<file path="config.mk">
export PLATFORM = sky130hd
export DESIGN_NAME = console_line_editor_top
export DESIGN_NICKNAME = d
export VERILOG_FILES = /design/src/sv/cle_pkg.sv /design/src/sv/cle_ram.sv /design/src/sv/cle_ctrl.sv /design/src/sv/cle_dpath.sv /design/src/sv/console_line_editor_top.sv
export SDC_FILE = /design/constraint.sdc
export NUM_CORES = 1
export LEC_CHECK = 0
export BUFFER_PORTS_ARGS = -buffer_cell sky130_fd_sc_hd__buf_2
export CORE_MARGIN = 2
export CORE_UTILIZATION = 45
export CTS_CLUSTER_SIZE = 25
export DETAILED_ROUTE_END_ITERATION = 8
export PLACE_DENSITY = 0.69
export SLEW_MARGIN = 20
export SYNTH_ARGS = -nofsm -noshare
export SYNTH_HDL_FRONTEND = slang
export SYNTH_SLANG_ARGS = --single-unit
</file>
<file path="constraint.sdc">
create_clock -name clock -period 2.96 [get_ports clock]
set_input_delay 0.444 -clock clock [delete_from_list [all_inputs] [get_ports clock]]
set_output_delay 0.444 -clock clock [all_outputs]
set_load 0.1 [all_outputs]
</file>
<file path="src/sv/cle_pkg.sv">
// -----------------------------------------------------------------------------
// cle_pkg
// Shared sizes, character codes, result kinds and controller types for the
// console line editor.
// -----------------------------------------------------------------------------
package cle_pkg;

   // line store sizing
   localparam int LINE_LEN = 16;
   localparam int ADDR_W   = $clog2(LINE_LEN);
   localparam int FILL_W   = $clog2(LINE_LEN + 1);

   // field widths
   localparam int BYTE_W = 8;
   localparam int KIND_W = 2;
   localparam int LEN_W  = 4;
   localparam int COPY_W = 5;
   localparam int CNT_W  = (FILL_W > COPY_W) ? FILL_W : COPY_W;

   // register port
   localparam int CSR_ADDR_W = 3;
   localparam int CSR_DATA_W = 32;
   localparam logic REG_ECHO = 1'b0;
   localparam logic REG_COPY = 1'b1;
   localparam logic [COPY_W-1:0] COPY_RESET = 5'd16;

   // result kinds
   localparam logic [KIND_W-1:0] KIND_ECHO    = 2'd0;
   localparam logic [KIND_W-1:0] KIND_LINE    = 2'd1;
   localparam logic [KIND_W-1:0] KIND_END     = 2'd2;
   localparam logic [KIND_W-1:0] KIND_OVERRUN = 2'd3;

   // character codes
   localparam logic [BYTE_W-1:0] CH_CR          = 8'h0D;
   localparam logic [BYTE_W-1:0] CH_LF          = 8'h0A;
   localparam logic [BYTE_W-1:0] CH_BS          = 8'h08;
   localparam logic [BYTE_W-1:0] CH_DEL         = 8'h7F;
   localparam logic [BYTE_W-1:0] CH_FIRST_PRINT = 8'h20;
   localparam logic [BYTE_W-1:0] CH_LAST_PRINT  = 8'h7E;

   // controller states
   typedef enum logic [3:0] {
      ST_IDLE,
      ST_ONE,
      ST_START,
      ST_ERD,
      ST_EEMIT,
      ST_CR,
      ST_LF,
      ST_CRD,
      ST_CEMIT,
      ST_END
   } state_type;

   // source of the next result beat
   typedef enum logic [2:0] {
      SEL_ONE,
      SEL_ECHO_RAM,
      SEL_CR,
      SEL_LF,
      SEL_LINE_RAM,
      SEL_END
   } out_sel_type;

   typedef struct packed {
      logic        accept;
      logic        idx_clr;
      logic        idx_inc;
      logic        out_load;
      out_sel_type out_sel;
   } cmd_type;

   typedef struct packed {
      logic is_cr;
      logic has_result;
      logic echo_line;
      logic copy_any;
      logic echo_done;
      logic copy_done;
      logic slot_free;
   } status_type;

endpackage

</file>
<file path="src/sv/cle_ram.sv">
// -----------------------------------------------------------------------------
// cle_ram
// Generic single-write, single-read RAM with registered read data.
// -----------------------------------------------------------------------------
module cle_ram #(
   parameter int WIDTH = 8,
   parameter int DEPTH = 16
) (
   input  logic                     clock,
   input  logic                     we,
   input  logic [$clog2(DEPTH)-1:0] waddr,
   input  logic [WIDTH-1:0]         wdata,
   input  logic [$clog2(DEPTH)-1:0] raddr,
   output logic [WIDTH-1:0]         rdata
);

   logic [WIDTH-1:0] mem_ff [DEPTH];
   logic [WIDTH-1:0] rdata_ff;

   always_ff @(posedge clock) begin
      if (we) begin
         mem_ff[waddr] <= wdata;
      end
      rdata_ff <= mem_ff[raddr];
   end

   assign rdata = rdata_ff;

endmodule

</file>
<file path="src/sv/cle_ctrl.sv">
// -----------------------------------------------------------------------------
// cle_ctrl
// Sequencer for the line editor: takes one byte, then walks the result
// beats it causes, one beat per free output slot.
// -----------------------------------------------------------------------------
module cle_ctrl (
   input  logic               clock,
   input  logic               reset,
   input  logic               req_valid,
   output logic               req_ready,
   input  cle_pkg::status_type status,
   output cle_pkg::cmd_type    cmd
);

   import cle_pkg::*;

   state_type state_ff;
   state_type state_in;

   // state register
   always_ff @(posedge clock) begin
      if (reset) begin
         state_ff <= ST_IDLE;
      end else begin
         state_ff <= state_in;
      end
   end

   // next state and commands
   always_comb begin
      state_in    = state_ff;
      req_ready   = 1'b0;
      cmd.accept   = 1'b0;
      cmd.idx_clr  = 1'b0;
      cmd.idx_inc  = 1'b0;
      cmd.out_load = 1'b0;
      cmd.out_sel  = SEL_ONE;
      case (state_ff)
         ST_IDLE: begin
            req_ready = 1'b1;
            if (req_valid) begin
               cmd.accept  = 1'b1;
               cmd.idx_clr = 1'b1;
               if (status.is_cr) begin
                  state_in = ST_START;
               end else if (status.has_result) begin
                  state_in = ST_ONE;
               end
            end
         end
         ST_ONE: begin
            if (status.slot_free) begin
               cmd.out_load = 1'b1;
               cmd.out_sel  = SEL_ONE;
               state_in     = ST_IDLE;
            end
         end
         ST_START: begin
            state_in = status.echo_line ? ST_ERD : ST_CR;
         end
         // wait state while the registered store read settles
         ST_ERD: begin
            state_in = ST_EEMIT;
         end
         ST_EEMIT: begin
            if (status.slot_free) begin
               cmd.out_load = 1'b1;
               cmd.out_sel  = SEL_ECHO_RAM;
               if (status.echo_done) begin
                  cmd.idx_clr = 1'b1;
                  state_in    = ST_CR;
               end else begin
                  cmd.idx_inc = 1'b1;
                  state_in    = ST_ERD;
               end
            end
         end
         ST_CR: begin
            if (status.slot_free) begin
               cmd.out_load = 1'b1;
               cmd.out_sel  = SEL_CR;
               state_in     = ST_LF;
            end
         end
         ST_LF: begin
            if (status.slot_free) begin
               cmd.out_load = 1'b1;
               cmd.out_sel  = SEL_LF;
               state_in     = status.copy_any ? ST_CRD : ST_END;
            end
         end
         ST_CRD: begin
            state_in = ST_CEMIT;
         end
         ST_CEMIT: begin
            if (status.slot_free) begin
               cmd.out_load = 1'b1;
               cmd.out_sel  = SEL_LINE_RAM;
               if (status.copy_done) begin
                  state_in = ST_END;
               end else begin
                  cmd.idx_inc = 1'b1;
                  state_in    = ST_CRD;
               end
            end
         end
         ST_END: begin
            if (status.slot_free) begin
               cmd.out_load = 1'b1;
               cmd.out_sel  = SEL_END;
               state_in     = ST_IDLE;
            end
         end
         default: begin
            state_in = ST_IDLE;
         end
      endcase
   end

endmodule

</file>
<file path="src/sv/cle_dpath.sv">
// -----------------------------------------------------------------------------
// cle_dpath
// Line editor datapath: byte classification, fill count, line store,
// replay index and the result output register.
// -----------------------------------------------------------------------------
module cle_dpath (
   input  logic                            clock,
   input  logic                            reset,
   input  cle_pkg::cmd_type                cmd,
   output cle_pkg::status_type             status,
   input  logic [cle_pkg::BYTE_W-1:0]      req_rx_byte,
   input  logic                            echo_at_line_end,
   input  logic [cle_pkg::COPY_W-1:0]      copy_limit,
   output logic                            rsp_valid,
   input  logic                            rsp_ready,
   output logic [cle_pkg::KIND_W-1:0]      rsp_result_kind,
   output logic [cle_pkg::BYTE_W-1:0]      rsp_out_byte,
   output logic [cle_pkg::LEN_W-1:0]       rsp_line_length,
   output logic                            rsp_run_last
);

   import cle_pkg::*;

   logic [FILL_W-1:0] fill_ff;
   logic [FILL_W-1:0] fill_in;
   logic [FILL_W-1:0] len_ff;
   logic [FILL_W-1:0] ncopy_ff;
   logic [ADDR_W-1:0] idx_ff;
   logic [KIND_W-1:0] one_kind_ff;
   logic [BYTE_W-1:0] one_byte_ff;

   logic              rsp_valid_ff;
   logic [KIND_W-1:0] kind_ff;
   logic [BYTE_W-1:0] byte_ff;
   logic [LEN_W-1:0]  length_ff;
   logic              last_ff;

   logic              is_cr;
   logic              is_print;
   logic              is_bs;
   logic              full;
   logic              empty;
   logic              store_we;
   logic [FILL_W-1:0] len_in;
   logic [CNT_W-1:0]  ncopy_in;
   logic [FILL_W-1:0] idx_next;
   logic [BYTE_W-1:0] ram_rdata;

   // classify the incoming byte
   always_comb begin
      is_cr    = (req_rx_byte == CH_CR);
      is_print = req_rx_byte inside {[CH_FIRST_PRINT:CH_LAST_PRINT]};
      is_bs    = req_rx_byte inside {CH_BS, CH_DEL};
      full     = (fill_ff >= FILL_W'(LINE_LEN));
      empty    = (fill_ff == '0);
      store_we = cmd.accept && !is_cr && !full && is_print;
   end

   // line length at CR and bytes to copy out
   always_comb begin
      len_in   = full ? FILL_W'(LINE_LEN - 1) : fill_ff;
      ncopy_in = (CNT_W'(copy_limit) < CNT_W'(len_in)) ? CNT_W'(copy_limit)
                                                       : CNT_W'(len_in);
   end

   // fill count update
   always_comb begin
      fill_in = fill_ff;
      if (cmd.accept) begin
         if (is_cr || full) begin
            fill_in = '0;
         end else if (is_print) begin
            fill_in = fill_ff + 1'b1;
         end else if (is_bs && !empty) begin
            fill_in = fill_ff - 1'b1;
         end
      end
   end

   always_ff @(posedge clock) begin
      if (reset) begin
         fill_ff <= '0;
      end else begin
         fill_ff <= fill_in;
      end
   end

   // per-item captures
   always_ff @(posedge clock) begin
      if (cmd.accept) begin
         one_kind_ff <= full ? KIND_OVERRUN : KIND_ECHO;
         one_byte_ff <= full ? '0 : req_rx_byte;
         if (is_cr) begin
            len_ff   <= len_in;
            ncopy_ff <= FILL_W'(ncopy_in);
         end
      end
   end

   // replay index
   always_ff @(posedge clock) begin
      if (reset) begin
         idx_ff <= '0;
      end else if (cmd.idx_clr) begin
         idx_ff <= '0;
      end else if (cmd.idx_inc) begin
         idx_ff <= idx_ff + 1'b1;
      end
   end

   assign idx_next = FILL_W'(idx_ff) + 1'b1;

   // line store
   cle_ram #(
      .WIDTH (BYTE_W),
      .DEPTH (LINE_LEN)
   ) u_store (
      .clock (clock),
      .we    (store_we),
      .waddr (fill_ff[ADDR_W-1:0]),
      .wdata (req_rx_byte),
      .raddr (idx_ff),
      .rdata (ram_rdata)
   );

   // result output register
   always_ff @(posedge clock) begin
      if (reset) begin
         rsp_valid_ff <= 1'b0;
      end else if (cmd.out_load) begin
         rsp_valid_ff <= 1'b1;
      end else if (rsp_ready) begin
         rsp_valid_ff <= 1'b0;
      end
   end

   always_ff @(posedge clock) begin
      if (cmd.out_load) begin
         length_ff <= '0;
         last_ff   <= 1'b0;
         case (cmd.out_sel)
            SEL_ONE: begin
               kind_ff <= one_kind_ff;
               byte_ff <= one_byte_ff;
               last_ff <= 1'b1;
            end
            SEL_ECHO_RAM: begin
               kind_ff <= KIND_ECHO;
               byte_ff <= ram_rdata;
            end
            SEL_CR: begin
               kind_ff <= KIND_ECHO;
               byte_ff <= CH_CR;
            end
            SEL_LF: begin
               kind_ff <= KIND_ECHO;
               byte_ff <= CH_LF;
            end
            SEL_LINE_RAM: begin
               kind_ff <= KIND_LINE;
               byte_ff <= ram_rdata;
            end
            SEL_END: begin
               kind_ff   <= KIND_END;
               byte_ff   <= '0;
               length_ff <= LEN_W'(len_ff);
               last_ff   <= 1'b1;
            end
            default: begin
               kind_ff <= KIND_END;
               byte_ff <= '0;
            end
         endcase
      end
   end

   // status back to the controller
   always_comb begin
      status.is_cr      = is_cr;
      status.has_result = !is_cr &&
                          (full || (!echo_at_line_end && (is_print || (is_bs && !empty))));
      status.echo_line  = echo_at_line_end && (len_ff != '0);
      status.copy_any   = (ncopy_ff != '0);
      status.echo_done  = (idx_next == len_ff);
      status.copy_done  = (idx_next == ncopy_ff);
      status.slot_free  = !rsp_valid_ff || rsp_ready;
   end

   assign rsp_valid       = rsp_valid_ff;
   assign rsp_result_kind = kind_ff;
   assign rsp_out_byte    = byte_ff;
   assign rsp_line_length = length_ff;
   assign rsp_run_last    = last_ff;

endmodule

</file>
<file path="src/sv/console_line_editor_top.sv">
// -----------------------------------------------------------------------------
// console_line_editor_top
// Console line editor: edits a line from received bytes and replays it on
// carriage return.
// -----------------------------------------------------------------------------
// One received byte is handled at a time. A printable, backspace or overrun
// byte with a result beat is accepted, then its beat is loaded into the
// output register once the output slot is free; ignored bytes are only
// accepted. A carriage return walks the line store, which has a single read
// port with registered data, so each stored byte replayed, in line-end echo
// or in copy-out, passes a read state and then an emit state, which waits
// while the sink holds a waiting beat back.
// A new byte is taken while the last result beat still waits in the output
// register.
// -----------------------------------------------------------------------------
module console_line_editor_top (
   input  logic                                clock,
   input  logic                                reset,
   // received bytes
   input  logic                                req_valid,
   output logic                                req_ready,
   input  logic [cle_pkg::BYTE_W-1:0]          req_rx_byte,
   // result beats
   output logic                                rsp_valid,
   input  logic                                rsp_ready,
   output logic [cle_pkg::KIND_W-1:0]          rsp_result_kind,
   output logic [cle_pkg::BYTE_W-1:0]          rsp_out_byte,
   output logic [cle_pkg::LEN_W-1:0]           rsp_line_length,
   output logic                                rsp_run_last,
   // register port
   input  logic                                csr_psel,
   input  logic                                csr_penable,
   input  logic                                csr_pwrite,
   input  logic [cle_pkg::CSR_ADDR_W-1:0]      csr_paddr,
   input  logic [cle_pkg::CSR_DATA_W-1:0]      csr_pwdata,
   output logic [cle_pkg::CSR_DATA_W-1:0]      csr_prdata,
   output logic                                csr_pready
);

   import cle_pkg::*;

   logic              echo_ff;
   logic [COPY_W-1:0] copy_limit_ff;
   logic              csr_wr;
   cmd_type           cmd;
   status_type        status;

   // configuration registers
   assign csr_pready = 1'b1;
   assign csr_wr     = csr_psel && csr_penable && csr_pwrite && csr_pready;

   always_ff @(posedge clock) begin
      if (reset) begin
         echo_ff       <= 1'b0;
         copy_limit_ff <= COPY_RESET;
      end else if (csr_wr) begin
         if (csr_paddr[2] == REG_ECHO) begin
            echo_ff <= csr_pwdata[0];
         end else begin
            copy_limit_ff <= csr_pwdata[COPY_W-1:0];
         end
      end
   end

   // read back
   always_comb begin
      if (csr_paddr[2] == REG_COPY) begin
         csr_prdata = CSR_DATA_W'(copy_limit_ff);
      end else begin
         csr_prdata = CSR_DATA_W'(echo_ff);
      end
   end

   cle_ctrl u_ctrl (
      .clock     (clock),
      .reset     (reset),
      .req_valid (req_valid),
      .req_ready (req_ready),
      .status    (status),
      .cmd       (cmd)
   );

   cle_dpath u_dpath (
      .clock            (clock),
      .reset            (reset),
      .cmd              (cmd),
      .status           (status),
      .req_rx_byte      (req_rx_byte),
      .echo_at_line_end (echo_ff),
      .copy_limit       (copy_limit_ff),
      .rsp_valid        (rsp_valid),
      .rsp_ready        (rsp_ready),
      .rsp_result_kind  (rsp_result_kind),
      .rsp_out_byte     (rsp_out_byte),
      .rsp_line_length  (rsp_line_length),
      .rsp_run_last     (rsp_run_last)
   );

endmodule

</file>
After elaboration in Yosys (flattened, before gate mapping). Memories as Yosys holds them, arrays and structs flattened. A register that Yosys moved wholly into a read port is not among the register bits. Cells that the tools add are included. W data, S select, Z words.

Bits of input ports: 50. Output and inout port bits: 50. Bits in writable memories: 128. Memories: 1. Register bits after elaboration: 55. Word-level logic and storage cells: 129.

Memories: u_dpath.u_store.mem_ff (depth 16, width 8, rd ports 1, clocked after Yosys merged registers in 1, wr ports 1, RTL line cle_ram.sv:17) `logic [WIDTH-1:0] mem_ff [DEPTH];`.

Bitwise operators: 1. Muxes and demuxes: 42. Equality and inequality tests: 26. Add/subtract/negate cells: 4. Reduce and logical (&&, ||, !) cells: 37. Magnitude comparators: 4.

Operators by type and width (count): $mux W4 (14); $pmux W4 S9 (1); $mux W5 (7); $pmux W8 S4 (1); $pmux W4 S6 (1); $eq A4 B3 Y1 const B (4); $eq A8 B4 Y1 const B (2); $eq A5 B5 Y1 (2); $logic_and A1 B1 Y1 (10); $mux W1 (10); $ne A2 B2 Y1 const B (5); $reduce_bool A5 Y1 (2); $eq A4 B2 Y1 const B (2); $eq A4 B4 Y1 const B (2); $eq A8 B7 Y1 const B (1); $ge A8 B6 Y1 const B (1); $le A8 B7 Y1 const B (1); $reduce_and A2 Y1 (4); $reduce_or A2 Y1 (4); $reduce_and A7 Y1 (1); $eq A3 B2 Y1 const B (2); $eq A3 B3 Y1 const B (2); $mux W3 (2); $mux W6 (1); other kinds (22) (32).

Longest topological paths before layout. Gate-level depths: netlist (run 1).

Depth in word-level cells: 11. Gate-level depth with buffers: 9. Depth with buffers taken out: 9.

Hierarchy. From an unflattened synthesis (run 1), not the netlist that was laid out.

Cell total of the unflattened synthesis: 585. Area total of the unflattened synthesis: 8603.3 um2.

Modules (own cells, without submodules): cle_ram (seq. area each 4003.8 um2, instances 1, area each 5147.4 um2, cells each 229); cle_dpath (seq. area each 1221.2 um2, instances 1, area each 2393.5 um2, cells each 221); console_line_editor_top (seq. area each 120.1 um2, instances 1, area each 535.5 um2, cells each 62); cle_ctrl (seq. area each 80.1 um2, instances 1, area each 526.8 um2, cells each 73).

Worst setup path before layout (run 1). No wires, ideal clock.

Kind: flip-flop to flip-flop. From: reg u_ctrl.state_ff[1]. To: mem u_dpath.u_store.mem_ff[4][0], enable pin. Arrival time: 5291 ps. Buffers on the path: 1. Data required time: 2577 ps. Period minus slack after synthesis: 5675 ps. Stages on the path, launching flop included: 7. Setup time: 383 ps. Setup slack: -2715 ps. Cell sequence: dfxtp_1 > clkbuf_1 > nor4_1 > nand2_1 > nor3_1 > nand3b_1 > nor3_1.

Word-level cells in the longest chain between the ends: 7.

Ends and longest elaborated chain: start: declaration (RTL line cle_ctrl.sv:17) `state_type state_ff;`; start signal: assignment (RTL line cle_ctrl.sv:25) `state_ff <= state_in;`; $logic_not A4 Y1 (RTL line cle_ctrl.sv:38) `case (state_ff)`; $mux W1 (RTL line cle_ctrl.sv:38); $logic_and A1 B1 Y1 (3 in series) (RTL line cle_dpath.sv:56) `store_we = cmd.accept && !is_cr && !full && is_print;`; $mux W1 (RTL line cle_ram.sv:21) `if (we) begin`; $mux W1 (not written as such) (RTL line cle_ram.sv:22) `mem_ff[waddr] <= wdata;`; end: declaration (RTL line cle_ram.sv:17).

No other way between the ends.

Final worst setup path (run 1).
From: reg u_dpath.idx_ff[1]. To: reg u_dpath.idx_ff[2].

Word-level cells in the longest chain between the ends: 6. Elaborated cells on any way between the ends: 12. Those cells by class: add/sub: 2; eq/ne: 2; mux: 7; reduce/logical: 1.

Ends and longest elaborated chain: start: declaration (RTL line cle_dpath.sv:28) `logic [ADDR_W-1:0] idx_ff;`; start signal: assignment (RTL line cle_dpath.sv:107) `idx_ff <= idx_ff + 1'b1;`; $add A4 B1 Y5 (RTL line cle_dpath.sv:111) `assign idx_next = FILL_W'(idx_ff) + 1'b1;`; $eq A5 B5 Y1 (RTL line cle_dpath.sv:184) `status.echo_done = (idx_next == len_ff);`; $mux W1 (RTL line cle_ctrl.sv:69) `if (status.echo_done) begin`; $mux W6 (RTL line cle_ctrl.sv:66) `if (status.slot_free) begin`; $pmux W1 S2 (RTL line cle_ctrl.sv:38); $reduce_or A2 Y1 (no source line).

Parallel ways exist; a longest one is shown, timed or not. A chain may end at the register's enable or synchronous reset.

==> summary.md, run 1 <==
| Metric | Value |
|---|---|
| Outcome | `finished, violations left` |
| Failing checks | `DRC` |
| Cts repair resizes | `0` |
| Gr usage total | `17.0%` |
| TritonCTS buffer count | `17` |
| Psw | `1.41 mW` |
| Pre-CTS WS | `151 ps` |
| Worst hold path class | `in2reg` |
| CTS clk-pin slew, worst paths | `70 ps` |
| Logic pwr share | `8.8%` |
| Kind of critical path | `reg2reg` |
| TNS Setup | `0 ps` |
| Sw Ratio | `24.3%` |
| CTS Root Cell | `clkbuf_16` |
| Main combinational cell family by area after synthesis | `multiplexers` |
| Area of the multi-input gates | `2710 µm²` |
| Final worst-path cycle share | `84.0%` |
| Crit path max fanout | `34` |
| EDFF count, synth | `162` |
| Crit start category | `flip-flop` |
| Mux share of post-synthesis cell area | `12.2%` |
| CTS tree | `done` |
| Die Width | `140 µm` |
| Initial DRC count | `532` |
| Clk sink count | `190` |
| Post-synthesis sequential area ratio | `65.1%` |
| Buffers added on ports | `42` |
| ANT cells | `0` |
| Final worst path period need | `2490 ps` |
| Post-CTS setup buffer count | `0` |
| Skew-Pair Late Insertion Delay | `430 ps` |
| Io pins | `100` |
| Sequential power share | `51.3%` |
| # hold bufs at CTS | `0` |
| Critical Path AT | `2860 ps` |
| Logic depth of the worst register-to-register path | `7` |
| Gpl congestion | `0.903` |
| Maxcap violations | `0` |
| Setup ws final | `474 ps` |
| Detailed Routing Iterations Pass 1 | `7` |
| Layout Nets | `656` |
| DRC violations left | `8` |
| GR Overflow Total | `0` |
| PD cells | `619 nW/µm²` |
| Post-synth top flop | `edfxtp_1` |
| Most frequent cells in the layout | `edfxtp_1, buf_2, mux4_2` |
| Initial antenna violation count | `0` |
| XOR/XNOR Fraction of Synth Area | `1.80%` |
| Vias in the first global route | `4,688` |
| Synth Area in Compound Gates | `6.19%` |
| Worst Max-Slew Pin Slew | `780 ps` |
| Fmax | `402 MHz` |
| Core ar. | `18,100 µm²` |
| Area share of the largest cell type after synthesis | `58.4%` |
| Synth warnings | `0` |
| Hold EP | `copy_limit_ff[2]$_SDFFE_PP0P_` |
| Clock share of power | `39.9%` |
| Die height | `140 µm` |
| Vias | `4,688` |
| Die ar. | `19,600 µm²` |
| R2R setup slack | `470 ps` |
| Adder-cell share of the synthesized area | `1.44%` |
| Async SR Flop Fraction | `0%` |
| Fillers | `1,447` |
| Post-synthesis simple-gate area fraction | `8.59%` |
| Post-detail-place hpwl | `11,000 µm` |
| End-of-flow core utilization | `52.0%` |
| Synthesized area | `8330 µm²` |
| Starting density of the core | `46.1%` |
| Critical Path Sink Type | `flip-flop` |
| ANT nets after route | `0` |
| Area added between synthesis and finish | `13.0%` |
| Internal power | `4.41 mW` |
| # rows | `49` |
| Largest net degree at the start of global routing | `36` |
| Reg-to-Reg End | `u_dpath.idx_ff[2]$_SDFFE_PP0P_` |
| Worst Clk Skew | `10.3 ps` |
| Reg area | `5430 µm²` |
| Pins Over Slew Limit | `0` |
| Synth area leaders | `edfxtp_1, mux4_2, dfxtp_1` |
| Synth area leader | `edfxtp_1` |
| Post-synthesis average cell area | `15.3 µm²` |
| Origin of the worst min-delay path | `csr_pwdata[2]` |
| Pwr Total | `5.82 mW` |
| Fin area | `9410 µm²` |
| Relative slew slack | `47.8%` |
| Post-Route WL | `15,900 µm` |
| Number of library cell types mapped by synthesis | `64` |
| Layout cells sized above 1 | `25.4%` |
| Final hold vios | `0` |
| Reg2Reg Launch Point | `u_dpath.idx_ff[1]$_SDFFE_PP0P_` |
| Pleak | `3.28 nW` |
| Peak supply drop | `0.000416 V` |
| First-pass GRT wire length | `25,500 µm` |
| H-tree depth | `4` |
| FF+latch count, synth | `190` |
| Commonest non-fill, non-tap cell in the layout | `edfxtp_1` |
| Vias per cell | `5.59` |
| RSZ-0062 raised after global routing | `no` |
| Post-Place Cell Area | `8810 µm²` |
| Clock Tree Buf Depth | `2` |
| Final setup viols | `0` |
| Mapped Cells | `546` |
| WHS Path Cells | `3` |
| Per-cell routed wire length | `18.9 µm` |
| CP required | `3340 ps` |
==> how the worst max path moves through the flow <==
stage                                    startpoint  depth (start not counted)  slack, ps                                 endpoint
floorplan           u_ctrl.state_ff[1]$_SDFFE_PP0P_                          6        -40  u_dpath.u_store.mem_ff[13][0]$_DFFE_PP_
global placement                     req_rx_byte[5]                         10        280          u_dpath.fill_ff[4]$_SDFFE_PP0P_
detailed placement                   req_rx_byte[5]                         10        150          u_dpath.fill_ff[3]$_SDFFE_PP0P_
CTS                 u_ctrl.state_ff[2]$_SDFFE_PP0P_                          5        470  u_dpath.u_store.mem_ff[14][3]$_DFFE_PP_
global route        u_ctrl.state_ff[2]$_SDFFE_PP0P_                          5        310  u_dpath.u_store.mem_ff[14][3]$_DFFE_PP_
finish               u_dpath.idx_ff[1]$_SDFFE_PP0P_                          7        470           u_dpath.idx_ff[2]$_SDFFE_PP0P_
==> cell usage after synthesis (all sizes together) (3+ instances only) <==
library cell and count:
mux4 40, nand3 7, nor4 3, nand4 7
a21oi 18, or3 3, nor2 46, xor2 4
nor2b 12, clkbuf 18, nor3 6, nand2 20
buf 37, o21ai 16, o211ai 5, a211o 5
inv 13, and2 11, and3 4, ha 8
mux2 5, a21o 4, or4 4, a22o 6
edfxtp 162, dfxtp 28, nand2b 9, xnor2 8
mux2i 6
==> flip-flops by register name (all words and copies together) (netlist names), 5 cells and up <==
signal,cells
copy_limit_ff,5
u_dpath.rsp_out_byte,8
u_dpath.u_store.rdata,8
u_dpath.u_store.mem_ff,128
u_dpath.len_ff,5
u_dpath.fill_ff,5
u_dpath.ncopy_ff,5
u_dpath.one_byte_ff,8
==> routing by layer <==
metal,vias up,GRT usage [%],share of wire (%)
li1,2133,-,-
met1,2354,22.6,45
met2,177,28.1,48
met3,24,4.27,5.5
met4,0,4.89,1.1
met5,-,0,0
==> critical path, stage by stage, from the launching register on <==
cell and delay [ps]:
dfxtp_1 350, buf_4 450, and3_1 350, xnor3_1 240, a211o_1 310, a32o_1 330, a211o_1 330, nand2_1 60
==> per-stage QoR <==
step | hold slack (ps) | cells
CTS | 246 | 839
finish | 254 | 839
global route | 273 | 839
floorplan | 477 | 574
detailed placement | 504 | 807
global placement | 509 | 807
==> power by group through the flow <==
stage	Clock, mW	Combinational [mW]	Sequential (mW)
after global routing	2.46	0.547	2.99
after CTS	2.35	0.513	2.99
final	2.32	0.514	2.99
after detailed placement	0	0.510	3.05
after floorplan	0	0.380	3.09
after global placement	0	0.499	3.04
==> kinds of logic (layout without fill, tap and decap cells) <==
logic type / count (synthesis) / after routing
AND/OR/NAND/NOR: 138 / 138
flip-flops: 190 / 190
buffers and inverters: 68 / 104
other: 2 / 30
adder cells (fa/ha/maj): 9 / 9
multiplexers: 51 / 51
XOR/XNOR: 14 / 14
AO/OA/AOI/OAI: 74 / 74
==> area by class of cell <==
type	count	share of cell area (%)
Tap cell	229	3.05
Timing Repair Buffer	59	3.59
Multi-Input combinational cell	316	28.8
Clock inverter	11	1.68
Inverter	13	0.519
Sequential cell	190	57.7
Clock buffer	21	4.68
(Power assumes the default switching activity.)
==> inputs of run 2 (changes only) <==
==> constraint.sdc (replaced) <==
create_clock -name clock -period 2.35 [get_ports clock]
set_input_delay 0.3525 -clock clock [delete_from_list [all_inputs] [get_ports clock]]
set_output_delay 0.3525 -clock clock [all_outputs]
set_load 0.1 [all_outputs]
==> run 2 against run 1 <==
  * The flow still finishes with violations (DRC)
  * Register-to-register slack lost 400 ps
  * Power up 27%
  * Cell area is 4.1% higher
  * Critical path type unchanged
  * Largest power group unchanged
==> summary.md, run 2 (synthesized netlist as in run 1, its figures left out) <==
| Metric | Value |
|---|---|
| Relative slew slack | `54.4%` |
| Outcome | `finished, violations left` |
| CP max-delay cell | `dfxtp_2` |
| Delay-heaviest family, CP | `compound AO/OA/AOI/OAI gates` |
| GR Overflow Total | `0` |
| Critical Path AT | `2640 ps` |
| Post-CTS setup buffer count | `0` |
| # rows | `49` |
| Detailed Routing Iterations Pass 1 | `9` |
| Post-Route WL | `16,900 µm` |
| Max incr delay on CP | `400 ps` |
| Gr usage total | `17.7%` |
| Worst Max-Slew Pin Slew | `683 ps` |
| Largest register FFs | `128` |
| Crit-path cells | `ha_1 -> or3b_1 -> a211o_1 -> a211o_1 -> a32o_2 -> a211o_1 -> nand2_1` |
| H-tree depth | `4` |
| Minimum hold slack | `171 ps` |
| ANT nets after route | `0` |
| Starting density of the core | `46.1%` |
| CTS Root Cell | `clkbuf_16` |
| Setup ws final | `73.0 ps` |
| PD cells | `756 nW/µm²` |
| Die ar. | `19,600 µm²` |
| Crit start category | `flip-flop` |
| Vias in the first global route | `4,763` |
| CTS clk-pin slew, worst paths | `70 ps` |
| Vias | `4,798` |
| Clock Tree Buf Depth | `2` |
| First-pass GRT wire length | `26,400 µm` |
| Skew-Pair Late Insertion Delay | `430 ps` |
| Area added between synthesis and finish | `17.6%` |
| TNS Setup | `0 ps` |
| Pins Over Slew Limit | `0` |
| Pre-CTS WS | `-102 ps` |
| Buffers added on ports | `42` |
| R2R setup slack | `70 ps` |
| Commonest non-fill, non-tap cell in the layout | `edfxtp_1` |
| Post-detail-place hpwl | `11,900 µm` |
| End-of-flow core utilization | `54.2%` |
| Most frequent cells in the layout | `edfxtp_1, buf_2, buf_4` |
| Post-Place Cell Area | `9150 µm²` |
| Vias per cell | `5.50` |
| Final worst-path cycle share | `96.9%` |
| Kind of critical path | `reg2reg` |
| CP most frequent cell | `a211o_1` |
| Final setup viols | `0` |
| Worst hold path class | `in2reg` |
| Fmax | `439 MHz` |
| Per-cell routed wire length | `19.4 µm` |
| CTS tree | `done` |
| Largest net degree at the start of global routing | `37` |
| Worst Clk Skew | `6.91 ps` |
| TritonCTS buffer count | `17` |
| CP required | `2710 ps` |
| # placed instances | `839` |
| Io pins | `100` |
| Failing checks | `DRC` |
| DRC violations left | `6` |
| Layout cells sized above 1 | `29.2%` |
| Pwr Total | `7.41 mW` |
| Fin cells | `872` |
| Fin area | `9800 µm²` |
| Final worst path period need | `2280 ps` |
| Gpl congestion | `0.893` |
| ANT cells | `0` |
| Maxcap violations | `0` |
| Die Width | `140 µm` |
| # hold bufs at CTS | `0` |
| Final hold vios | `0` |
| Clk sink count | `190` |
| Layout Nets | `689` |
| Critical Path Sink Type | `flip-flop` |
| Die height | `140 µm` |
| Initial antenna violation count | `0` |
| Initial DRC count | `420` |
| Peak supply drop | `0.000475 V` |
| Largest reg by FF count | `u_dpath.u_store.mem_ff` |
| Crit path max fanout | `7` |
| Worst path bufs/invs | `0` |
| Core ar. | `18,100 µm²` |
| Pleak | `3.49 nW` |
## run 2: worst min-delay path, cell delays in order
cell,delay (ps)
buf_2,80
mux2i_1,60
nor2_1,70
## run 2: area by class of cell
type / instances / area, µm²
inverters: 13 / 48.8
multi-input cells: 316 / 2730
clock buffers: 17 / 425
flip-flops and latches: 190 / 5430
fillers: 1385 / 8290
well taps: 229 / 287
clock inverters: 15 / 194
repair buffers: 92 / 691
## run 2: worst paths after layout
check                                                     startpoint                                 to  depth (start not counted)
worst max register to register        u_dpath.idx_ff[0]$_SDFFE_PP0P_     u_dpath.idx_ff[2]$_SDFFE_PP0P_                          7
worst max-delay path                  u_dpath.idx_ff[0]$_SDFFE_PP0P_     u_dpath.idx_ff[2]$_SDFFE_PP0P_                          7
worst min-delay path                                   csr_pwdata[2]      copy_limit_ff[2]$_SDFFE_PP0P_                          3
worst min register to register  u_dpath.one_byte_ff[1]$_SDFFCE_PP0P_  u_dpath.rsp_out_byte[1]$_DFFE_PP_                          1
## run 2: power breakdown
| part | internal, mW | switching [mW] | leakage (nW) |
|---|---|---|---|
| clock | 1.63 | 1.33 | 0.305 |
| combinational | 0.169 | 0.531 | 1.49 |
| sequential | 3.72 | 0.0265 | 1.70 |
| total | 5.52 | 1.89 | 3.49 |
## run 2: layer usage
| metal | part of all wire [%] | track usage, % |
|---|---|---|
| met1 | 43 | 24.3 |
| met3 | 6.2 | 3.83 |
| met5 | 0 | 0 |
| met4 | 1.5 | 4.89 |
| met2 | 49 | 29.0 |
## run 2: repair_timing
action / 4_1_cts / 5_1_grt
gates resized for setup: 0 / 1
endpoints found under the hold margin: 0 / 0
setup endpoints to repair: 0 / 3
==> inputs of run 3 (changes only) <==
--- a/config.mk
+++ b/config.mk
@@ -10,7 +10,7 @@
 export CORE_UTILIZATION = 45
 export CTS_CLUSTER_SIZE = 25
 export DETAILED_ROUTE_END_ITERATION = 8
-export PLACE_DENSITY = 0.69
+export PLACE_DENSITY = 0.64
 export SLEW_MARGIN = 20
 export SYNTH_ARGS = -nofsm -noshare
 export SYNTH_HDL_FRONTEND = slang
==> run 3 against run 2 <==
  * The run still ends with DRC left
  * Non-clock buffer count is 2 lower
  * Maximum frequency is 1.9% higher
  * Flip-flop and latch count stayed put
  * Global-route usage is 0.15 points lower
  * Sequential power hardly changed
  * Power is 4.6% lower
  * Largest cell class unchanged
  * Via count is 2.0% lower
  * Register-to-register slack better by 40 ps
==> summary.md, run 3 (synthesized netlist as in run 1, its figures left out) <==
| Metric | Value |
|---|---|
| ANT cells | `0` |
| Reg-to-Reg End | `u_dpath.idx_ff[2]$_SDFFE_PP0P_` |
| First-pass GRT wire length | `26,500 µm` |
| Final worst path period need | `2230 ps` |
| Detailed Routing Iterations Pass 1 | `9` |
| Hold EP | `u_dpath.u_store.mem_ff[14][7]$_DFFE_PP_` |
| Fin area | `9630 µm²` |
| Setup ws final | `116 ps` |
| CTS Root Cell | `clkbuf_16` |
| DRC violations left | `6` |
| Origin of the worst min-delay path | `req_rx_byte[7]` |
| Worst path bufs/invs | `0` |
| Pleak | `3.40 nW` |
| Relative slew slack | `58.3%` |
| Skew-Pair Late Insertion Delay | `440 ps` |
| Logic depth of the worst register-to-register path | `7` |
| Final hold vios | `0` |
| Final worst-path cycle share | `95.1%` |
| Max incr delay on CP | `370 ps` |
| Layout Nets | `687` |
| ANT nets after route | `0` |
| Initial DRC count | `324` |
| Fmax | `448 MHz` |
| Vias per cell | `5.41` |
| Cts repair resizes | `0` |
| Layout cells sized above 1 | `28.9%` |
| Largest net degree at the start of global routing | `37` |
| Worst Clk Skew | `12.5 ps` |
| GR Overflow Total | `0` |
| Maxcap violations | `0` |
| Pins Over Slew Limit | `0` |
| Most frequent cells in the layout | `edfxtp_1, buf_4, buf_2` |
| Post-Route WL | `16,100 µm` |
| RSZ-0062 raised after global routing | `no` |
| CP max-delay cell | `dfxtp_1` |
| Pwr Total | `7.07 mW` |
| # placed instances | `838` |
| H-tree depth | `4` |
| Buffers added on ports | `42` |
| WHS Path Cells | `1` |
| Die ar. | `19,600 µm²` |
| PD cells | `734 nW/µm²` |
| Clk sink count | `190` |
| # rows | `49` |
| Reg2Reg Launch Point | `u_dpath.idx_ff[1]$_SDFFE_PP0P_` |
| Post-detail-place hpwl | `11,400 µm` |
| Fillers | `1,468` |
| CTS tree | `done` |
| Crit-path cells | `ha_1 -> or3b_1 -> a211o_1 -> a211o_1 -> a32o_1 -> a211o_1 -> nand2_1` |
| Crit path max fanout | `7` |
| Final setup viols | `0` |
| Fin cells | `870` |
| Worst hold path class | `in2reg` |
| Largest register FFs | `128` |
| Initial antenna violation count | `0` |
| Vias | `4,703` |
| Starting density of the core | `46.1%` |
| TritonCTS buffer count | `17` |
| Critical Path AT | `2610 ps` |
| Outcome | `finished, violations left` |
| Worst Max-Slew Pin Slew | `621 ps` |
| Vias in the first global route | `4,872` |
| Post-Place Cell Area | `9080 µm²` |
| Pre-CTS WS | `-169 ps` |
| Peak supply drop | `0.000554 V` |
| Critical Path Sink Type | `flip-flop` |
| CP most frequent cell | `a211o_1` |
| Clock Tree Buf Depth | `2` |
| Io pins | `100` |
| TNS Setup | `0 ps` |
| Die Width | `140 µm` |
| # hold bufs at CTS | `0` |
| R2R setup slack | `120 ps` |
| Largest reg by FF count | `u_dpath.u_store.mem_ff` |
| Area added between synthesis and finish | `15.6%` |
| Core ar. | `18,100 µm²` |
| Gr usage total | `17.6%` |
| Failing checks | `DRC` |
| Gpl congestion | `0.843` |
| Per-cell routed wire length | `18.5 µm` |
| CP required | `2730 ps` |
| Die height | `140 µm` |
| Crit start category | `flip-flop` |
| CTS clk-pin slew, worst paths | `70 ps` |
| Delay-heaviest family, CP | `compound AO/OA/AOI/OAI gates` |
| Kind of critical path | `reg2reg` |
| Post-CTS setup buffer count | `0` |
| Commonest non-fill, non-tap cell in the layout | `edfxtp_1` |
[run 3: how the worst max path moves through the flow]
stage / slack, ps / from / to / depth (start not counted)
after floorplan: -640 / u_ctrl.state_ff[1]$_SDFFE_PP0P_ / u_dpath.u_store.mem_ff[13][0]$_DFFE_PP_ / 6
after global placement: -160 / req_rx_byte[6] / u_dpath.fill_ff[2]$_SDFFE_PP0P_ / 8
after detailed placement: -170 / req_rx_byte[6] / u_dpath.fill_ff[2]$_SDFFE_PP0P_ / 8
after CTS: 130 / u_dpath.idx_ff[1]$_SDFFE_PP0P_ / u_dpath.idx_ff[2]$_SDFFE_PP0P_ / 7
after global routing: 10 / u_dpath.idx_ff[1]$_SDFFE_PP0P_ / u_dpath.idx_ff[2]$_SDFFE_PP0P_ / 7
final: 120 / u_dpath.idx_ff[1]$_SDFFE_PP0P_ / u_dpath.idx_ff[2]$_SDFFE_PP0P_ / 7
[run 3: worst reg2reg max path, cell delays in order, from the launching register on]
cell     delay, ps
dfxtp_1        370
ha_1           180
or3b_1         350
a211o_1        310
a211o_1        290
a32o_1         310
a211o_1        310
nand2_1         50
[run 3: final cells by class]
class                           instances  area, µm²  area share (%)
Multi-Input combinational cell        316       2730            28.3
Inverter                               13       48.8           0.507
Tap cell                              229        287            2.98
Clock buffer                           19        433            4.50
Sequential cell                       190       5430            56.4
Timing Repair Buffer                   90        596            6.19
Clock inverter                         13        110            1.14
[run 3: report_power, final]
part / switching [mW] / total (mW) / leakage, nW / internal (mW)
Combinational: 0.522 / 0.683 / 1.45 / 0.161
Sequential: 0.0273 / 3.75 / 1.70 / 3.72
Clock: 1.26 / 2.64 / 0.251 / 1.38
Total: 1.81 / 7.07 / 3.40 / 5.26
[run 3: layer usage]
metal | up-vias | wire length, µm | GRT usage (%)
li1 | 2211 | - | -
met1 | 2339 | 7180 | 23.8
met2 | 135 | 7860 | 29.0
met3 | 18 | 804 | 3.86
met4 | 0 | 210 | 5.05
met5 | - | 0 | 0
[run 3: metrics by stage]
step                      util (%)  hold slack, ps
after global routing          53.2             159
after detailed placement      50.2             509
after global placement        50.2             508
after floorplan                  -             451
final                         53.2             151
after CTS                     53.2             137
